## config.mk

```make
export PLATFORM = sky130hd
export DESIGN_NAME = capability_fuel_table_top
export DESIGN_NICKNAME = d
export VERILOG_FILES = /design/src/hdl/cft_pkg.sv /design/src/hdl/cft_store.sv /design/src/hdl/capability_fuel_table_top.sv
export SDC_FILE = /design/constraint.sdc
export NUM_CORES = 2
export LEC_CHECK = 0
export ABC_AREA = 1
export ABC_CLOCK_PERIOD_IN_PS = 9000
export BUFFER_PORTS_ARGS = -buffer_cell sky130_fd_sc_hd__buf_2
export CORE_MARGIN = 1
export CORE_UTILIZATION = 63
export DETAILED_ROUTE_END_ITERATION = 10
export MAX_ROUTING_LAYER = met4
export PLACE_DENSITY_LB_ADDON = 0.05
export SLEW_MARGIN = 10
export SYNTH_ARGS = -nofsm -noshare
export SYNTH_HDL_FRONTEND = slang
export SYNTH_SLANG_ARGS = --single-unit
```

## constraint.sdc

```tcl
create_clock -name clk_i -period 9 [get_ports clk_i]
set_clock_uncertainty 0.2 [all_clocks]
set_input_delay 1.8 -clock clk_i [delete_from_list [all_inputs] [get_ports clk_i]]
set_output_delay 1.8 -clock clk_i [all_outputs]
set_load 0.05 [all_outputs]
```

## src/hdl/cft_pkg.sv

```systemverilog
package cft_pkg;

  localparam int NUM_PROCS   = 8;
  localparam int FUEL        = 8;
  localparam int TABLE_DEPTH = 64;

  localparam int IDX_W   = 6;
  localparam int OWNER_W = 8;
  localparam int FUEL_W  = 4;
  localparam int ADDR_W  = (TABLE_DEPTH > 1) ? $clog2(TABLE_DEPTH) : 1;
  localparam int SUM_W   = IDX_W + 1;
  localparam int REV_W   = ($clog2(FUEL + 1) > FUEL_W) ? $clog2(FUEL + 1) : FUEL_W;

  localparam logic [FUEL_W-1:0] FUEL_MAX = '1;

  typedef struct packed {
    logic [OWNER_W-1:0] owner;
    logic [OWNER_W-1:0] pid;
    logic [FUEL_W-1:0]  free;
    logic [FUEL_W-1:0]  size;
  } cft_entry_t;

  typedef struct packed {
    logic               en;
    logic [ADDR_W-1:0]  addr;
    cft_entry_t         data;
  } cft_wr_t;

  typedef enum logic [2:0] {
    REQ_GET      = 3'd0,
    REQ_TRANSFER = 3'd1,
    REQ_DERIVE   = 3'd2,
    REQ_REVOKE   = 3'd3,
    REQ_DELETE   = 3'd4
  } cft_req_e;

  typedef enum logic [1:0] {
    STAT_OK     = 2'd0,
    STAT_ACCESS = 2'd1,
    STAT_ARG    = 2'd2
  } cft_status_e;

  typedef enum logic [2:0] {
    S_IDLE,
    S_LOOKUP,
    S_DERIVE_WR,
    S_REV_TEST,
    S_REV_CHILD,
    S_RESULT
  } cft_state_e;

  typedef struct packed {
    logic [1:0]         status;
    logic [IDX_W-1:0]   child;
    logic [OWNER_W-1:0] owner;
    logic [OWNER_W-1:0] pid;
    logic [FUEL_W-1:0]  free;
    logic [FUEL_W-1:0]  size;
    logic [FUEL_W-1:0]  unrevoked;
  } cft_res_t;

  function automatic cft_entry_t cft_reset_entry(input logic [ADDR_W-1:0] addr);
    cft_entry_t e;
    e = '0;
    for (int k = 0; k < NUM_PROCS; k++) begin
      if ((k * FUEL < TABLE_DEPTH) && (int'(addr) == k * FUEL)) begin
        e.owner = OWNER_W'(1);
        e.pid   = OWNER_W'(k + 1);
        e.free  = FUEL_W'(FUEL);
        e.size  = FUEL_W'(FUEL);
      end
    end
    return e;
  endfunction

endpackage

```

## src/hdl/cft_store.sv

```systemverilog
module cft_store (
  input  logic                        clk_i,
  input  logic                        rst_ni,
  input  logic                        rd_en_i,
  input  logic [cft_pkg::ADDR_W-1:0]  rd_addr_i,
  input  cft_pkg::cft_wr_t            wr_i,
  output cft_pkg::cft_entry_t         rd_data_o
);
  import cft_pkg::*;

  cft_entry_t              mem_q [TABLE_DEPTH];
  logic [TABLE_DEPTH-1:0]  vld_q;
  cft_entry_t              rd_q;
  logic                    rd_vld_q;
  logic [ADDR_W-1:0]       rd_addr_q;

  always_ff @(posedge clk_i) begin
    if (wr_i.en) begin
      mem_q[wr_i.addr] <= wr_i.data;
    end
    if (rd_en_i) begin
      rd_q      <= mem_q[rd_addr_i];
      rd_addr_q <= rd_addr_i;
    end
  end

  // Entries never written since reset read back their reset contents from cft_reset_entry.
  always_ff @(posedge clk_i or negedge rst_ni) begin
    if (!rst_ni) begin
      vld_q    <= '0;
      rd_vld_q <= 1'b0;
    end else begin
      if (wr_i.en) begin
        vld_q[wr_i.addr] <= 1'b1;
      end
      if (rd_en_i) begin
        rd_vld_q <= vld_q[rd_addr_i];
      end
    end
  end

  assign rd_data_o = rd_vld_q ? rd_q : cft_reset_entry(rd_addr_q);

`ifndef SYNTHESIS
  a_no_rw_collision: assert property (@(posedge clk_i) disable iff (!rst_ni)
    (wr_i.en && rd_en_i) |-> (wr_i.addr != rd_addr_i))
    else $error("read and write hit the same entry in one cycle");
`endif

endmodule

```

## src/hdl/capability_fuel_table_top.sv

```systemverilog
// Get, transfer, delete and rejected requests present their result from S_LOOKUP,
// derive from S_DERIVE_WR, and revoke after alternating S_REV_TEST and S_REV_CHILD
// per child walked, ending in S_REV_CHILD if the walk stops at a child without fuel.
// A request is taken only in S_IDLE, once the table's read and write-back for the last
// are done; a new request is taken while one result waits in the output register.
// Reset is asynchronous and active low; it restores the table.
module capability_fuel_table_top (
  input  logic        clk_i,
  input  logic        rst_ni,
  input  logic        s_axis_tvalid_i,
  output logic        s_axis_tready_o,
  // requester, cap_index, next_owner, fuel_amount, revoke_limit
  input  logic [31:0] s_axis_tdata_i,
  // req_type
  input  logic [2:0]  s_axis_tuser_i,
  output logic        m_axis_tvalid_o,
  input  logic        m_axis_tready_i,
  // child_index, out_owner, out_pid, out_free, out_size, unrevoked
  output logic [39:0] m_axis_tdata_o,
  // status
  output logic [1:0]  m_axis_tuser_o
);
  import cft_pkg::*;

  cft_state_e          state_q, state_d;
  logic [2:0]          req_type_q;
  logic [OWNER_W-1:0]  requester_q;
  logic [IDX_W-1:0]    idx_q;
  logic [OWNER_W-1:0]  next_owner_q;
  logic [FUEL_W-1:0]   fuel_q;
  logic [FUEL_W-1:0]   limit_q;
  cft_entry_t          ent_q, ent_d;
  logic [SUM_W-1:0]    child_q, child_d;
  logic [REV_W-1:0]    rev_left_q, rev_left_d;
  cft_res_t            res_q, res_d;
  logic                res_vld;
  logic                go_derive, go_revoke, loop_done;
  logic                m_valid_q;
  cft_res_t            m_res_q;

  logic                accept, slot_free;
  logic                rd_en;
  logic [ADDR_W-1:0]   rd_addr;
  cft_wr_t             wr;
  cft_entry_t          rd_data;

  logic                granted;
  logic [FUEL_W-1:0]   rest;
  logic [SUM_W-1:0]    derive_j, rev_j;
  logic [FUEL_W:0]     fuel_sum;

  assign s_axis_tready_o = (state_q == S_IDLE);
  assign accept          = s_axis_tvalid_i && s_axis_tready_o;
  assign slot_free       = !m_valid_q || m_axis_tready_i;

  cft_store u_store (
    .clk_i     (clk_i),
    .rst_ni    (rst_ni),
    .rd_en_i   (rd_en),
    .rd_addr_i (rd_addr),
    .wr_i      (wr),
    .rd_data_o (rd_data)
  );

  assign granted  = (int'(idx_q) < TABLE_DEPTH) && (rd_data.owner == requester_q);
  assign rest     = rd_data.free - fuel_q;
  assign derive_j = SUM_W'(idx_q) + SUM_W'(rest);
  assign rev_j    = SUM_W'(idx_q) + SUM_W'(ent_q.free);
  assign fuel_sum = {1'b0, ent_q.free} + {1'b0, rd_data.free};

  always_comb begin
    rd_en      = 1'b0;
    rd_addr    = ADDR_W'(s_axis_tdata_i[13:8]);
    wr         = '0;
    res_d      = '0;
    res_vld    = 1'b0;
    ent_d      = ent_q;
    child_d    = child_q;
    rev_left_d = rev_left_q;
    go_derive  = 1'b0;
    go_revoke  = 1'b0;
    loop_done  = 1'b0;
    case (state_q)
      S_IDLE: begin
        rd_en = accept;
      end
      S_LOOKUP: begin
        if (req_type_q > REQ_DELETE) begin
          res_d.status = STAT_ARG;
          res_vld      = 1'b1;
        end else if (!granted) begin
          res_d.status = STAT_ACCESS;
          res_vld      = 1'b1;
        end else begin
          wr.addr = ADDR_W'(idx_q);
          wr.data = rd_data;
          case (req_type_q)
            REQ_GET: begin
              res_d.owner = rd_data.owner;
              res_d.pid   = rd_data.pid;
              res_d.free  = rd_data.free;
              res_d.size  = rd_data.size;
              res_vld     = 1'b1;
            end
            REQ_TRANSFER: begin
              wr.en         = 1'b1;
              wr.data.owner = next_owner_q;
              res_vld       = 1'b1;
            end
            REQ_DERIVE: begin
              if (fuel_q == '0 || rd_data.free < fuel_q ||
                  int'(derive_j) >= TABLE_DEPTH) begin
                res_d.status = STAT_ARG;
                res_vld      = 1'b1;
              end else begin
                wr.en        = 1'b1;
                wr.data.free = rest;
                ent_d        = rd_data;
                child_d      = derive_j;
                go_derive    = 1'b1;
              end
            end
            REQ_REVOKE: begin
              ent_d      = rd_data;
              rev_left_d = (limit_q != '0) ? REV_W'(limit_q) : REV_W'(FUEL);
              go_revoke  = 1'b1;
            end
            default: begin
              wr.en         = 1'b1;
              wr.data.owner = '0;
              res_vld       = 1'b1;
            end
          endcase
        end
      end
      S_DERIVE_WR: begin
        wr.en         = 1'b1;
        wr.addr       = ADDR_W'(child_q);
        wr.data.owner = next_owner_q;
        wr.data.pid   = ent_q.pid;
        wr.data.free  = fuel_q;
        wr.data.size  = fuel_q;
        res_d.child   = IDX_W'(child_q);
        res_vld       = 1'b1;
      end
      S_REV_TEST: begin
        if (rev_left_q == '0 || ent_q.free >= ent_q.size || ent_q.free == '0 ||
            int'(rev_j) >= TABLE_DEPTH) begin
          loop_done = 1'b1;
        end else begin
          rd_en   = 1'b1;
          rd_addr = ADDR_W'(rev_j);
        end
      end
      S_REV_CHILD: begin
        if (rd_data.free == '0) begin
          loop_done = 1'b1;
        end else begin
          wr.en         = 1'b1;
          wr.addr       = ADDR_W'(rev_j);
          wr.data       = rd_data;
          wr.data.owner = '0;
          ent_d.free    = fuel_sum[FUEL_W] ? FUEL_MAX : fuel_sum[FUEL_W-1:0];
          rev_left_d    = rev_left_q - REV_W'(1);
        end
      end
      S_RESULT: begin
        res_d   = res_q;
        res_vld = 1'b1;
      end
      default: begin
      end
    endcase
    if (loop_done) begin
      wr.en   = 1'b1;
      wr.addr = ADDR_W'(idx_q);
      wr.data = ent_q;
      res_d.unrevoked = (ent_q.size > ent_q.free) ? (ent_q.size - ent_q.free) : '0;
      res_vld = 1'b1;
    end
  end

  always_comb begin
    state_d = state_q;
    case (state_q)
      S_IDLE: begin
        if (accept) begin
          state_d = S_LOOKUP;
        end
      end
      S_LOOKUP: begin
        if (go_derive) begin
          state_d = S_DERIVE_WR;
        end else if (go_revoke) begin
          state_d = S_REV_TEST;
        end else begin
          state_d = slot_free ? S_IDLE : S_RESULT;
        end
      end
      S_REV_TEST: begin
        if (loop_done) begin
          state_d = slot_free ? S_IDLE : S_RESULT;
        end else begin
          state_d = S_REV_CHILD;
        end
      end
      S_REV_CHILD: begin
        if (loop_done) begin
          state_d = slot_free ? S_IDLE : S_RESULT;
        end else begin
          state_d = S_REV_TEST;
        end
      end
      S_DERIVE_WR, S_RESULT: begin
        if (slot_free) begin
          state_d = S_IDLE;
        end else begin
          state_d = S_RESULT;
        end
      end
      default: begin
        state_d = S_IDLE;
      end
    endcase
  end

  always_ff @(posedge clk_i or negedge rst_ni) begin
    if (!rst_ni) begin
      state_q   <= S_IDLE;
      m_valid_q <= 1'b0;
    end else begin
      state_q <= state_d;
      if (res_vld && slot_free) begin
        m_valid_q <= 1'b1;
      end else if (m_axis_tready_i) begin
        m_valid_q <= 1'b0;
      end
    end
  end

  always_ff @(posedge clk_i) begin
    if (accept) begin
      req_type_q   <= s_axis_tuser_i;
      requester_q  <= s_axis_tdata_i[7:0];
      idx_q        <= s_axis_tdata_i[13:8];
      next_owner_q <= s_axis_tdata_i[21:14];
      fuel_q       <= s_axis_tdata_i[25:22];
      limit_q      <= s_axis_tdata_i[29:26];
    end
    ent_q      <= ent_d;
    child_q    <= child_d;
    rev_left_q <= rev_left_d;
    if (res_vld) begin
      res_q <= res_d;
    end
    if (res_vld && slot_free) begin
      m_res_q <= res_d;
    end
  end

  assign m_axis_tvalid_o = m_valid_q;
  assign m_axis_tuser_o  = m_res_q.status;
  assign m_axis_tdata_o  = {6'b0, m_res_q.unrevoked, m_res_q.size, m_res_q.free,
                            m_res_q.pid, m_res_q.owner, m_res_q.child};

`ifndef SYNTHESIS
  a_derive_child_in_table: assert property (@(posedge clk_i) disable iff (!rst_ni)
    (state_q == S_DERIVE_WR) |-> (int'(child_q) < TABLE_DEPTH))
    else $error("derived child lies outside the table");
  a_revoke_budget: assert property (@(posedge clk_i) disable iff (!rst_ni)
    (state_q == S_REV_CHILD) |-> (rev_left_q != '0))
    else $error("revoke walked a child past its step budget");
  a_idle_no_write: assert property (@(posedge clk_i) disable iff (!rst_ni)
    (state_q == S_IDLE || state_q == S_RESULT) |-> !wr.en)
    else $error("table written while no request is in progress");
`endif

endmodule

```

After elaboration in Yosys (flattened, before gate mapping):

Memory sizes are Yosys's and may differ from the RTL's. A register that Yosys moved wholly into a read port is not among the register bits.
Cells that the tools add are included.

* $add $sub $neg: 6
* magnitude comparators: 9
* equal/unequal tests: 24
* muxes and demuxes: 81
* bitwise operators: 3
* reduce and logical (&&, ||, !) cells: 28

Operators with widths (number)
* 24-bit two-way mux: 12
* 31-bit two-way mux: 4
* 24-bit one-hot mux with 2 select lines: 2
* 31-bit one-hot mux with 3 select lines: 1
* 64-bit OR: 1
* 4-bit two-way mux: 12
* 6-bit == test, second input constant: 4
* 1-bit two-way mux: 22
* 3-bit two-way mux: 6
* 17-bit two-way mux: 1
* 4-bit logical NOT: 4
* 8-bit two-way mux: 2
* 4-bit one-hot mux with 2 select lines: 2
* 8-bit one-hot mux with 2 select lines: 1
* 3-bit one-hot mux with 5 select lines: 1
* 5-bit AND reduction: 3
* 6-bit by 4-bit adder with 7-bit output: 2
* 7-bit greater-or-equal comparator, second input constant: 2
* 6-bit by 7-bit < comparator with 1-bit output, second input constant: 2
* 3-bit by 2-bit == test with 1-bit output, second input constant: 4
* 6-bit by 5-bit == test with 1-bit output, second input constant: 2
* 6-bit two-way mux: 2
* 6-bit one-hot mux with 2 select lines: 1
* 1-bit one-hot mux with 2 select lines: 5
* other kinds (31): 53

* register bits: 214
* RAM bits: 1536
* input bits: 39
* output and inout port bits: 44
* memories: 1

Memory list
* u_store.mem_q: depth 64, bits a word 24, read ports 1, clocked after memory_dff 1, write ports 1, line cft_store.sv:11 `cft_entry_t mem_q [TABLE_DEPTH];`

Depth between registers and ports, before layout:

* depth in word-level cells: 25
* depth in mapped cells: 22
* gate-level depth less buffers: 20

Modules after synthesis:

Synthesis repeated with hierarchy kept, for this count alone.

* cell total of the unflattened synthesis: 5939
* area total of the unflattened synthesis: 72090.4 um2

Modules (own cells, without submodules)
* cft_store: times used 1, cells an instance 5219, area each 64854.7 um2, seq. area each 48651.7 um2
* capability_fuel_table_top: times used 1, cells an instance 720, area each 7235.7 um2, seq. area each 4274.1 um2

Least setup slack after synthesis:

No wires, ideal clock.

* path kind: flip-flop to flip-flop
* start point: register u_store.rd_vld_q
* end point: memory u_store.mem_q[0][6] (netlist name) (data pin)
* library setup time: 0.554 ns
* arrival: 4.363 ns
* required time: 8.246 ns
* slack: 3.883 ns
* stages on the path, launching flop included: 15
* path buffers: 1
* cell sequence: dfrtp_1 -> buf_4 -> nand2_1 -> ha_1 -> inv_1 -> fa_1 -> xor2_1 -> ha_1 -> a21oi_1 -> o21bai_1 -> nand2_1 -> nand3_1 -> nand2_1 -> o21ai_0 -> o2111ai_1

RTL lines
* from (decl): line cft_store.sv:14 `logic rd_vld_q;`
* from (signal assigned): line cft_store.sv:37 `rd_vld_q <= vld_q[rd_addr_i];`
* to (decl): line cft_store.sv:11

Final worst setup path:

* start point: register u_store.rd_vld_q
* end point: memory u_store.mem_q[8][23] (netlist name) (enable)

* cells in the longest elaborated chain, start to end: 13
* elaborated cells between the ends (all ways): 20
* those cells by class: add/sub (2); order compare (2); eq/ne (1); mux (12); reduce/logical (3)

RTL lines
* 24-bit two-way mux *: line cft_store.sv:42 `assign rd_data_o = rd_vld_q ? rd_q : cft_reset_entry(rd_addr_q);`
* 4-bit subtractor: line capability_fuel_table_top.sv:66 `assign rest = rd_data.free - fuel_q;`
* 6-bit by 4-bit adder with 7-bit output: line capability_fuel_table_top.sv:67 `assign derive_j = SUM_W'(idx_q) + SUM_W'(rest);`
* 7-bit greater-or-equal comparator: line capability_fuel_table_top.sv:112 `int'(derive_j) >= TABLE_DEPTH) begin`
* 1-bit logical OR: line capability_fuel_table_top.sv:111 `if (fuel_q == '0 || rd_data.free < fuel_q ||`
* 1-bit two-way mux: line capability_fuel_table_top.sv:111
* 1-bit one-hot mux with 2 select lines: line capability_fuel_table_top.sv:97 `case (req_type_q)`
* 31-bit two-way mux: line capability_fuel_table_top.sv:91 `end else if (!granted) begin`
* 31-bit two-way mux: line capability_fuel_table_top.sv:88 `if (req_type_q > REQ_DELETE) begin`
* 31-bit one-hot mux with 3 select lines: line capability_fuel_table_top.sv:83 `case (state_q)`
* 31-bit two-way mux *: line capability_fuel_table_top.sv:174 `if (loop_done) begin`
* 1-bit two-way mux: line cft_store.sv:18 `if (wr_i.en) begin`
* 1-bit two-way mux (implied by the code): line cft_store.sv:19 `mem_q[wr_i.addr] <= wr_i.data;`

Mark *: on every way between the ends. The rest lies on a longest branch, timed or not.

==> metrics.md <==
| Metric | Value |
|---|---|
| Status | completed |
| Post-Syn Instances | 5,679 |
| Starting Density | 63.5% |
| CP arrival | 6.78 ns |
| Max-cap violations | 0 |
| EDFF count, synth | 1,705 |
| Hold worst-path end | u_store.vld_q[26] |
| Max stage delay cell, worst path | dfrtp_1 |
| Fmax achieved | 0.153 GHz |
| Crit-path cells | nand2_1 -> ha_1 -> inv_1 -> fa_1 -> fa_1 -> a21oi_1 -> o21bai_1 -> nand2_1 -> nand3_1 -> o21ai_0 -> nand2_1 -> nand4_1 -> nand2_1 -> inv_1 -> nand2_1 -> buf_4 -> nor2_2 -> buf_4 |
| Finished Layout Cells | 7,334 |
| Root Driver | clkbuf_16 |
| Design Area, Final | 0.0800 mm2 |
| Mapped cell area | 0.0727 mm2 |
| Share of layout cells above drive strength 1 | 9.27% |
| Vias in the first global route | 42.9k |
| Die area | 0.117 mm2 |
| Post-DP HPWL | 101,000 um |
| Chip Height | 342 um |
| Nets | 5,749 |
| Top post-synthesis cells by area | edfxtp_1, o211ai_1, o21ai_0 |
| Reg-to-reg slack, setup | 2.48 ns |
| Area Growth Syn to Fin | 10.1% |
| Worst setup startpoint | u_store.rd_vld_q |
| Crit. End Element | flop |
| Core area | 0.114 mm2 |
| Tmin final | 6.52 ns |
| Post-CTS Setup Bufs | 0 |
| RePlAce Congestion | 0.915 |
| Worst hold slack | 0.255 ns |
| Crit path max fanout | 24 |
| Leakage | 28.5 nW |
| FF+latch area | 0.0529 mm2 |
| Buf/Inv on CP | 4 |
| Tightest Pin Transition | 1.23 ns |
| WHS Path Cells | 2 |
| CP required | 9.26 ns |
| Filler cell count | 7,808 |
| Multi-input gate area | 0.0163 mm2 |
| WS Path Type | flop to flop |
| Post-DRT Antenna Nets | 0 |
| Peak supply drop | 0.199 mV |
| Reg clk slew, reported paths | 0.06 ns |
| TritonCTS Buffers | 174 |
| Final TNS setup | 0 ns |
| Row cnt | 124 |
| Max Buffers Root-to-Sink | 3 |
| CTS tree | built |
| Max Slew Vio Count | 0 |
| Number of synthesized register bits | 1,774 |
| Synth top cells by count | edfxtp_1, o21ai_0, o211ai_1 |
| DR iter-0 viols | 5,620 |
| Most common cell in the synthesized netlist | edfxtp_1 |
| Cell Area, Placed | 0.0747 mm2 |
| Largest net degree at the start of global routing | 197 |
| Min-delay worst type | flop to flop |
| Fin crit share | 72.4% |
| Total congestion overflow | 0 |
| Hold Vio Cnt, Final | 0 |
| # port buffers | 74 |
| DRC | 0 |
| Clk Latency, worst-skew pair | 0.79 ns |
| WL/cell | 25.9 um |
| Drt total wl | 190,000 um |
| Via count | 46.1k |
| Reg2reg path depth | 18 |
| Worst hold start | u_store.vld_q[26] |
| Worst Setup Start Kind | flop |
| Relative slew margins | 18.2% |
| Yosys top cell by area | edfxtp_1 |
| Reg2reg start | u_store.rd_vld_q |
| Worst path max stage delay | 0.91 ns |
| GRT Util Overall | 33.5% |
| Final Power | 20.3 mW |
| Number of detailed-route iterations in the first pass | 6 |
| Yosys cell types | 52 |
| CTS H-tree depth | 4 |
| R2r endpoint | u_store.mem_q[8][23] |
| Cells after DPL | 7,020 |
| Yosys top cell area share | 70.5% |
| Async SR Flop Fraction | 3.89% |
| Yosys warns | 0 |
| # clock sinks | 1,774 |
| Most used cell, CP | nand2_1 |
| DR vias/cell | 6.29 |
| Hold Buf Count CTS | 0 |
| Initial antenna violation count | 5 |
| Seq/Total Area, Yosys | 72.8% |
| # setup viols final | 0 |
| Unrepaired setup endpoints after global routing | false |
| Syn Area/Cell | 12.8 um2 |
| PD cells | 253 mW/mm2 |
| Ports | 83 |
| Global-route wire length before repair | 277,000 um |
| CP top delay family | simple AND/OR/NAND/NOR gates |
| Synth Flop Type | edfxtp_1 |
| Cts repair resizes | 0 |
| DIE WIDTH | 342 um |
==> registers in the layout, summed over array words and instances (netlist names), 8 cells and up <==
signal          flops
next_owner_q        8
u_store.vld_q      64
requester_q         8
ent_q              24
u_store.mem_q    1536
res_q              36
m_axis_tdata_o     34
u_store.rd_q       24
==> report_power, final <==
part           switching (mW)  internal [mW]
sequential              0.137           9.99
combinational            2.62          0.642
clock                    2.96           3.90
==> final cells by class <==
cell class	instances	area share (%)
clock buffer	226	5.86
clock inverter	83	0.783
inverter	553	2.61
tap	1512	2.36
sequential	1774	66.1
timing repair buffer	208	1.92
antenna	5	0.0156
multi-input combinational	2973	20.3
==> cell families (layout without fill, tap and decap cells) <==
logic type | Yosys count | count (layout) | share of synthesized area, %
other | 1 | 11 | 0.00516
buffers and inverters | 937 | 1070 | 5.32
AND/OR/NAND/NOR | 1439 | 1439 | 8.46
XOR/XNOR | 20 | 20 | 0.241
adder cells (fa/ha/maj) | 26 | 26 | 0.499
flip-flops | 1774 | 1774 | 72.8
AO/OA/AOI/OAI | 1482 | 1482 | 12.6
==> metal layers <==
metal | share of wire, % | track usage (%) | up-vias
met5 | 0 | - | -
met4 | 3.9 | 12.9 | 0
met3 | 9.1 | 5.09 | 382
met2 | 47 | 51.0 | 2294
met1 | 40 | 46.0 | 22659
li1 | - | - | 20779
==> worst max path at each step <==
stage          cells past startpoint  slack [ns]                   end
6_report                          18        2.48  u_store.mem_q[8][23]
5_1_grt                           21        2.15  u_store.mem_q[8][22]
4_1_cts                           21        2.58   u_store.mem_q[8][6]
3_5_place_dp                      18        2.63  u_store.mem_q[8][23]
3_3_place_gp                      21        2.72  u_store.mem_q[8][23]
2_1_floorplan                     14        3.88   u_store.mem_q[0][6]
==> cell usage in the layout, fill, tap and decap left out, drive strengths merged, types with 21 or more instances in the layout <==
master     n
o21bai    25
nand2    471
nand3    485
o211ai   622
ha        21
nor2     461
dfrtp     69
o21ai    776
clkinv    71
inv      554
buf      208
edfxtp  1705
clkbuf   226
==> worst min-delay path, stage by stage (launching register included) <==
cell,delay (ns)
dfrtp_1,0.32
inv_1,0.04
o21ai_0,0.06
==> per-stage QoR <==
step	setup slack, ns	utilization [%]
6_report	2.48	70.0
5_1_grt	2.15	70.0
4_1_cts	2.58	70.0
3_5_place_dp	2.63	65.3
3_3_place_gp	2.72	65.3
2_1_floorplan	3.88	-
(Power assumes the default switching activity.)
